## config.mk

```make
export PLATFORM = sky130hd
export DESIGN_NAME = bes_bucket_tbl
export DESIGN_NICKNAME = d
export VERILOG_FILES = /design/src/rtl/bes_pkg.sv /design/src/rtl/bes_bucket_tbl.sv
export SDC_FILE = /design/constraint.sdc
export NUM_CORES = 1
export LEC_CHECK = 0
export BUFFER_PORTS_ARGS = -buffer_cell sky130_fd_sc_hd__buf_2
export CORE_ASPECT_RATIO = 0.5
export CORE_UTILIZATION = 40
export CTS_CLUSTER_DIAMETER = 120
export DETAILED_ROUTE_END_ITERATION = 12
export GPL_ROUTABILITY_DRIVEN = 0
export HOLD_SLACK_MARGIN = 0.06
export PLACE_DENSITY = 0.68
export SETUP_SLACK_MARGIN = 0.15
export SKIP_CTS_REPAIR_TIMING = 1
export SYNTH_ARGS = -nofsm -noshare
export SYNTH_HDL_FRONTEND = slang
export SYNTH_SLANG_ARGS = --single-unit
```

## constraint.sdc

```tcl
create_clock -name clk -period 2.7 [get_ports clk]
set_input_delay 0.54 -clock clk [delete_from_list [all_inputs] [get_ports clk]]
set_output_delay 0.54 -clock clk [all_outputs]
set_load 0.02 [all_outputs]
```

## src/rtl/bes_pkg.sv

```systemverilog
`timescale 1ns / 1ps

package bes_pkg;

  // Sizes of the edge store and of the source-node buckets.
  localparam int NODE_BITS    = 10;
  localparam int EDGE_DEPTH   = 1024;
  localparam int IDX_BITS     = $clog2(EDGE_DEPTH);
  localparam int CNT_BITS     = $clog2(EDGE_DEPTH + 1);
  localparam int BUCKET_NODES = 128;
  localparam int BUCKET_SHIFT = $clog2(BUCKET_NODES);
  localparam int NUM_BUCKETS  = ((1 << NODE_BITS) + BUCKET_NODES - 1) / BUCKET_NODES;
  localparam int BKT_BITS     = (NUM_BUCKETS > 1) ? $clog2(NUM_BUCKETS) : 1;
  localparam int REL_BITS     = 2;
  localparam int MAX_MATCHES  = 63;
  localparam int MATCH_BITS   = $clog2(MAX_MATCHES + 1);

  // Request codes.
  typedef enum logic [1:0] {
    REQ_CLEAR  = 2'd0,
    REQ_APPEND = 2'd1,
    REQ_QUERY  = 2'd2,
    REQ_NONE   = 2'd3
  } req_t;

  // One stored edge.
  typedef struct packed {
    logic [NODE_BITS-1:0] src;
    logic [NODE_BITS-1:0] dst;
    logic [REL_BITS-1:0]  rel;
  } edge_entry_t;

  // Bounds of one bucket as read from the bucket table.
  typedef struct packed {
    logic                valid;
    logic [IDX_BITS-1:0] first;
    logic [IDX_BITS-1:0] last;
  } bkt_bounds_t;

  // Update request from the controller to the bucket table.
  typedef struct packed {
    logic                clr;
    logic                wr_en;
    logic [BKT_BITS-1:0] wr_bkt;
    logic [IDX_BITS-1:0] wr_idx;
  } bkt_update_t;

  // Bucket number of a node.
  function automatic logic [BKT_BITS-1:0] bucket_of(input logic [NODE_BITS-1:0] node);
    logic [NODE_BITS-1:0] shifted;
    shifted = node >> BUCKET_SHIFT;
    return shifted[BKT_BITS-1:0];
  endfunction

endpackage

```

## src/rtl/bes_bucket_tbl.sv

```systemverilog
`timescale 1ns / 1ps

module bes_bucket_tbl (
  input  logic                         clk,
  input  logic                         rst,
  input  bes_pkg::bkt_update_t         upd,
  input  logic [bes_pkg::BKT_BITS-1:0] rd_bkt,
  output bes_pkg::bkt_bounds_t         bounds
);
  import bes_pkg::*;

  logic [NUM_BUCKETS-1:0] valid;
  logic [IDX_BITS-1:0]    first [NUM_BUCKETS];
  logic [IDX_BITS-1:0]    last  [NUM_BUCKETS];

  // Valid bits: cleared by reset and by a clear transaction.
  always_ff @(posedge clk) begin
    if (rst || upd.clr) begin
      valid <= '0;
    end else if (upd.wr_en) begin
      valid[upd.wr_bkt] <= 1'b1;
    end
  end

  // First index is taken by the first edge of a bucket; last follows every append.
  always_ff @(posedge clk) begin
    if (upd.wr_en) begin
      if (!valid[upd.wr_bkt]) begin
        first[upd.wr_bkt] <= upd.wr_idx;
      end
      last[upd.wr_bkt] <= upd.wr_idx;
    end
  end

  // One read at the bucket the controller selects.
  always_comb begin
    bounds.valid = valid[rd_bkt];
    bounds.first = first[rd_bkt];
    bounds.last  = last[rd_bkt];
  end

endmodule
```

Word-level counts from Yosys, hierarchy flattened
Memories as Yosys holds them, arrays and structs flattened.
Cells that the tools add are included.
{"block": "word_totals", "elab_cells": 20, "ramBits": 160, "output_inout_bits": 21, "n_memories": 2, "inputBits": 20, "register_bits": 8, "romBits": 0, "latch_bits": 0}
{"block": "op_classes", "n_div": 0, "n_reduce_logical": 2, "n_mul": 0, "n_bitwise": 1, "n_addsub": 0, "n_mux": 11, "eq_ne": 0, "shifts": 0, "magnitude_cmp": 3}
{"name": "first", "words": 8, "word_bits": 10, "read_ports": 1, "rd_ports_with_merged_regs": 0, "wr": 1, "line_no": "bes_bucket_tbl.sv:13", "text": "logic [IDX_BITS-1:0] first [NUM_BUCKETS];"}
{"name": "last", "words": 8, "word_bits": 10, "read_ports": 1, "rd_ports_with_merged_regs": 0, "wr": 1, "line_no": "bes_bucket_tbl.sv:14", "text": "logic [IDX_BITS-1:0] last [NUM_BUCKETS];"}
{"operator": "$lt A3 B4 Y1 const B", "count": 2}
{"operator": "$mux W1", "count": 8}
{"operator": "$or A8 B8 Y8", "count": 1}
{"operator": "$bmux W1 S3", "count": 2}
{"operator": "$demux W1 S3", "count": 1}
{"operator": "$ge A3 B1 Y1 const B", "count": 1}
{"operator": "$logic_and A1 B1 Y1", "count": 1}
{"operator": "$logic_or A1 B1 Y1", "count": 1}

Longest topological paths before layout
Gate-level depths: netlist of the first run.
{"block": "logic_depth", "ltp_word": 5, "ltp_mapped": 4, "depth_no_buf": 2}

Least setup slack after synthesis of the first run
Ideal clock, no wire load.
{"block": "synth_path", "path_kind": "input -> register", "start": "in upd[10] in the netlist's numbering", "end": "mem first[0][0] in the netlist's numbering, enable pin", "stages": 2, "required_ps": 2323, "setup_time_ps": 377, "setup_slack_ps": -166, "arrival_ps": 2488, "path_buffers": 0, "path_cell_list": "nor4b_1 -> nor2b_1"}
{"block": "synth_between", "elab_chain_cells": 5}
{"item": "start, declared", "line_no": "bes_bucket_tbl.sv:6", "text": "input bes_pkg::bkt_update_t upd,"}
{"item": "$bmux W1 S3", "line_no": "bes_bucket_tbl.sv:28", "text": "if (!valid[upd.wr_bkt]) begin"}
{"item": "$mux W1 (implied by the code)", "line_no": "bes_bucket_tbl.sv:28"}
{"item": "$mux W1", "line_no": "bes_bucket_tbl.sv:28"}
{"item": "$mux W1", "line_no": "bes_bucket_tbl.sv:27", "text": "if (upd.wr_en) begin"}
{"item": "$mux W1 (implied by the code)", "line_no": "bes_bucket_tbl.sv:29", "text": "first[upd.wr_bkt] <= upd.wr_idx;"}
{"item": "end, declared", "line_no": "bes_bucket_tbl.sv:13"}
Several ways; a longest one is shown, not always the timed one. The select of a mux whose other input is x is not followed.

==> metrics.md, run 1 <==
| Metric | Value |
|---|---|
| Outcome | completed |
| Clock latency on the worst-skew pair | 0.42 ns |
| Sequential area share after synthesis | 0.7568 |
| Syn. warnings | 0 |
| Most frequent cells after synthesis | edfxtp_1 (160), mux4_1 (36), mux2_2 (21) |
| GRT Residual Overflow | 0 |
| Post-Route WL | 12,560 um |
| WL/cell | 22.03 um |
| Unrepaired setup endpoints after global routing | yes |
| Crit-path max FO | 30 |
| Fin crit period | 2.554 ns |
| Worst Tran Pin Value | 0.5484 ns |
| Post-synth net total | 288 |
| Relative slew slack | 0.6331 |
| Critical path buffer and inverter count | 3 |
| CTS Buffer Depth | 2 |
| Synth top area share | 0.7324 |
| Max IR drop VDD | between 0.4 and 0.5 mV |
| Global-route usage over all layers | 0.1594 |
| Die Span X | 183.1 um |
| First-pass GRT wire length | 19,000 um |
| Port bufs | 40 |
| Mapped Area | 0.006560 mm^2 |
| PwrDens | 730.4 mW/mm^2 |
| First-pass iteration count of the detailed router | 4 |
| Setup TNS Final | 0 ns |
| Final ANT Viol Nets | 0 |
| Largest net degree at the start of global routing | 31 |
| CP Cell Sequence | buf_2, buf_12, mux4_1, mux2_2, buf_2 |
| Initial drt markers | 243 |
| Top cell type by total area after synthesis | edfxtp_1 |
| Top cells by area, synth | edfxtp_1 (73%), mux4_1 (14%), mux2_2 (3.6%) |
| Worst path max stage delay | 0.60 ns |
| Worst-path clk slew | around 0.060 ns |
| Final HPWL from detailed placement | 7836 um |
| Setup Viol. Count Final | 0 |
| Area growth from synthesis to layout | 18.27% |
| Layout cells sized above 1 | 0.3524 |
| CP delay by family, top | multiplexers |
| Max Clock Skew | ~0.011 ns |
| Peak Freq | about 390 MHz |
| Hold Slack | 0.4970 ns |
| Core ar. | 0.01570 mm^2 |
| Slowest CP cell | mux4_1 |
| Yosys reg bits | 168 |
| Critical Path End Type | output port |
| Initial antenna violation count | 0 |
| CTS sink cnt | between 150 and 200 |
| Type of origin of the critical path | input port |
| Crit path top cell by count | buf_2 |
| Vias | 3,008 |
| Yosys cell types | 16 |
| Fin. max-slew vios | 0 |
| Fin nets | 356 |
| Worst Path Required | 2.16 ns |
| Post-route DRC | 0 |
| Setup CP Type | in2out |
| Io pins | 41 |
| CTS buffer count | 17 |
| Critical Path AT | 2.01 ns |
| Leakage power | about 2.7 nW |
| Setup WS post-layout | roughly 0.15 ns |
| Vias/cell | 5.277 |
| Max-cap violations | 0 |
| Die Ht | 92.56 um |
| Placement Setup Slack | 0.1668 ns |
| Count leader, synth | edfxtp_1 |
| # fillers | approximately 1,300 |
| Synth async-reset ratio | 0 |
| Htree depth | 4 |
| Fin crit share | 0.9458 |
| Row count | 32 |
| Full die area | 0.01695 mm^2 |
| Ys flop type | edfxtp_1 |
| Syn Area/Cell | about 24 um^2 |
| Clk root buf | clkbuf_16 |
| CTS tree | done |
| Mapped Cells | 268 |
| Antenna diode count | 0 |
| Starting Density | 0.4180 |
| Vias in the first global route | 3,165 |
| Final hold violations | 0 |
| EDFF count, synth | 160 |
| Worst hold path type | reg2reg |
[registers in the layout (all words and copies together), names as in the netlist]
signal / count
first: 80
valid: 8
last: 80
[cells by family after synthesis]
family,share of synthesized area
buf+inv,0.01278
compound gates,0.009155
mux,0.2008
simple gates,0.02041
flops,0.7568
[through the flow]
stage	utilization	power, mW	cells	instance area [um^2]
final	0.4943	5.667	570	7759
after global routing	0.4943	5.848	570	7759
after CTS	0.4943	5.726	570	7759
after detailed placement	0.4566	3.341	538	7167
after global placement	0.4566	3.324	538	7167
after floorplan	-	3.191	268	6579
[path summary, 6_finish.rpt]
| path | startpoint | to | slack, ns | depth (start not counted) |
|---|---|---|---|---|
| setup / recovery | rd_bkt[1] | bounds[16] | 0.15 | 5 |
| hold / removal | valid[2]$_SDFFE_PP0P_ | valid[2]$_SDFFE_PP0P_ | 0.50 | 1 |
| setup reg to reg | valid[4]$_SDFFE_PP0P_ | first[4][6]$_DFFE_PP_ | 1.68 | 2 |
| hold reg to reg | valid[2]$_SDFFE_PP0P_ | valid[2]$_SDFFE_PP0P_ | 0.50 | 1 |
[placed cells by master, fill, tap and decap left out, drive strengths merged]
cell      synthesis  layout
and4              1       1
and4b             3       3
and4bb            1       1
buf               6      61
bufinv            0       2
clkbuf            6      18
clkinv            0       2
clkinvlp          0       4
dfxtp             8       8
edfxtp          160     160
inv               0       6
mux2             21      21
mux4             42      42
nor2              1       1
nor2b             8       8
nor4b             1       1
nor4bb            2       2
o21a              8       8
[where the power goes]
group          switching, mW  internal, mW
clock                   1.00          1.39
sequential            0.0138          2.92
combinational          0.197         0.146
total                   1.21          4.45
[layout make-up]
cell class | instances | area (um^2) | area share
Sequential cell | 168 | 4965 | 0.6399
Multi-Input combinational cell | 88 | 1530 | 0.1972
Clock buffer | 18 | 429.2 | 0.05531
Timing Repair Buffer | 61 | 395.4 | 0.05096
Tap cell | 221 | 276.5 | 0.03564
Clock inverter | 14 | 162.7 | 0.02096
[metal layers]
metal | track usage | wire [um] | share of wire | up-vias
met2 | 0.2500 | 6122 | 0.49 | 95
met3 | 0.03775 | 923 | 0.073 | 8
li1 | - | - | - | 1324
met5 | 0 | 0 | 0 | -
met1 | 0.2193 | 5430 | 0.43 | 1581
met4 | 0.05694 | 82 | 0.0065 | 0
No activity file was read; power rests on OpenSTA's default activity.
==> run 2, diff against run 1 <==
--- a/config.mk
+++ b/config.mk
@@ -7,14 +7,15 @@
 export LEC_CHECK = 0
 export BUFFER_PORTS_ARGS = -buffer_cell sky130_fd_sc_hd__buf_2
 export CORE_ASPECT_RATIO = 0.5
-export CORE_UTILIZATION = 40
+export CORE_UTILIZATION = 54
 export CTS_CLUSTER_DIAMETER = 120
 export DETAILED_ROUTE_END_ITERATION = 12
 export GPL_ROUTABILITY_DRIVEN = 0
 export HOLD_SLACK_MARGIN = 0.06
-export PLACE_DENSITY = 0.68
+export PLACE_DENSITY = 0.84
 export SETUP_SLACK_MARGIN = 0.15
 export SKIP_CTS_REPAIR_TIMING = 1
+export SLEW_MARGIN = 10
 export SYNTH_ARGS = -nofsm -noshare
 export SYNTH_HDL_FRONTEND = slang
 export SYNTH_SLANG_ARGS = --single-unit
==> run 2 against run 1 <==
Effect of this change:
- clock skew shrank 0.0039 ns
- setup slack improved by 0.066 ns
- worst hold slack lost 0.0071 ns
- final area fell by 1.0%
- critical path depth did not move
- count of clock-buffer cells in the layout is the same
- fmax rose by 2.6%
- register-to-register slack worse by 0.04 ns
- largest cell class unchanged
- largest power group unchanged
- critical endpoint is now bounds[0]
- clock power is essentially flat
- combinational power hardly changed
==> metrics.md, run 2 (synthesized netlist as in run 1, its figures left out) <==
| Metric | Value |
|---|---|
| CTS sink cnt | 168 |
| Core ar. | 0.01184 mm^2 |
| Final hold violations | 0 |
| Worst path max stage delay | 0.60 ns |
| Worst hold path type | in2reg |
| Full die area | 0.01262 mm^2 |
| WL/cell | 24.75 um |
| Slowest CP cell | mux4_1 |
| Setup TNS Final | 0 ns |
| Outcome | completed |
| Vias in the first global route | roughly 3,200 |
| Initial drt markers | 237 |
| Final HPWL from detailed placement | 7997 um |
| Vias | slightly above 3,000 |
| Worst Path Required | 2.16 ns |
| Non-Filler Instances | 515 |
| Hold Slack | 0.4899 ns |
| Port bufs | 40 |
| Clk root buf | clkbuf_16 |
| Setup Viol. Count Final | 0 |
| Starting Density | 0.5540 |
| Layout cells sized above 1 | 0.3524 |
| Post-Route WL | 12,750 um |
| Clock latency on the worst-skew pair | 0.42 ns |
| Relative slew slack | 0.5981 |
| Vias/cell | 5.866 |
| First-pass GRT wire length | 18,730 um |
| Worst-path clk slew | 0.06 ns |
| Max IR drop VDD | between 0.3 and 0.4 mV |
| CTS buffer count | 17 |
| Initial antenna violation count | 0 |
| Setup CP Type | in2out |
| Fin nets | 356 |
| CTS Buffer Depth | 2 |
| Placed cell areas | approximately 0.007 mm^2 |
| Critical Path AT | just under 2 ns |
| Type of origin of the critical path | input port |
| Htree depth | 4 |
| Design area | 0.007677 mm^2 |
| Post-route DRC | 0 |
| Fin crit period | 2.488 ns |
| Final ANT Viol Nets | 0 |
| Most common cell after layout, fill and taps aside | edfxtp_1 |
| Critical Path End Type | output port |
| Unrepaired setup endpoints after global routing | no |
| PwrDens | 738.3 mW/mm^2 |
| Commonest cells after routing, fill and taps aside | edfxtp_1 (160), buf_2 (40), mux4_1 (36), mux2_2 (21), buf_4 (19) |
| CP Cell Sequence | buf_2, buf_12, mux4_1, mux2_2, buf_2 |
| GRT Residual Overflow | 0 |
| Peak Freq | 402.0 MHz |
| Fin. max-slew vios | 0 |
| Largest net degree at the start of global routing | 23 |
| Area growth from synthesis to layout | 17.03% |
| Crit-path max FO | 22 |
| Cells after DPL | approximately 480 |
| Util after Layout | 0.6484 |
| Max-cap violations | 0 |
| Io pins | 41 |
| Row count | 28 |
| CTS tree | done |
| Max Clock Skew | around 0.0073 ns |
| Crit path top cell by count | buf_2 |
| Die Ht | 79.94 um |
| Worst Tran Pin Value | between 0.6 and 0.7 ns |
| Leakage power | 2.661 nW |
| Fin crit share | 0.9214 |
| First-pass iteration count of the detailed router | 4 |
| Die Span X | around 160 um |
| Top Registers | first (80), last (80), valid (8) |
| Global-route usage over all layers | 0.2210 |
-- run 2: cell count changes in the layout (fill, tap and decap cells not counted), sizes merged --
cell	previous run	this run
clkinv	2	3
diode	0	1
clkinvlp	4	3
-- run 2: per-layer routing --
layer / track usage / wire, um / up-vias
met5: 0 / 0 / -
met4: 0.09126 / 174 / 0
met3: 0.04397 / 920 / 17
met2: 0.3599 / 6212 / 98
met1: 0.2961 / 5437 / 1586
li1: - / - / 1320
-- run 2: final timing paths --
check,startpoint,end,slack (ns),cells past startpoint
hold reg to reg,valid[7]$_SDFFE_PP0P_,valid[7]$_SDFFE_PP0P_,0.49,1
hold / removal,rst,valid[7]$_SDFFE_PP0P_,0.49,3
setup / recovery,rd_bkt[1],bounds[0],0.21,5
setup reg to reg,valid[4]$_SDFFE_PP0P_,first[4][3]$_DFFE_PP_,1.64,2
-- run 2: worst max-delay path, delay by kind of cell --
| kind | cells | cell delay [ns] |
|---|---|---|
| buffers and inverters | 3 | 0.50 |
| muxes | 2 | 0.89 |
-- run 2: power by group --
part / switching, mW / internal (mW) / leakage, nW
logic: 0.197 / 0.145 / 0.864
registers: 0.0149 / 2.92 / 1.52
clock network: 1.01 / 1.38 / 0.279
total: 1.22 / 4.45 / 2.66
-- run 2: layout make-up --
type	count	area (um^2)
Multi-Input combinational cell	88	1530
Clock buffer	18	429.2
Tap cell	165	206.4
Timing Repair Buffer	61	382.9
Antenna cell	1	2.502
Clock inverter	14	161.4
Fill cell	772	4164
Sequential cell	168	4965
-- run 2: through the flow --
stage	power (mW)	setup slack [ns]
finish	5.668	0.2122
global route	5.828	0.1708
CTS	5.705	0.2000
detailed placement	3.336	0.2004
global placement	3.318	0.2201
floorplan	3.191	0.3389
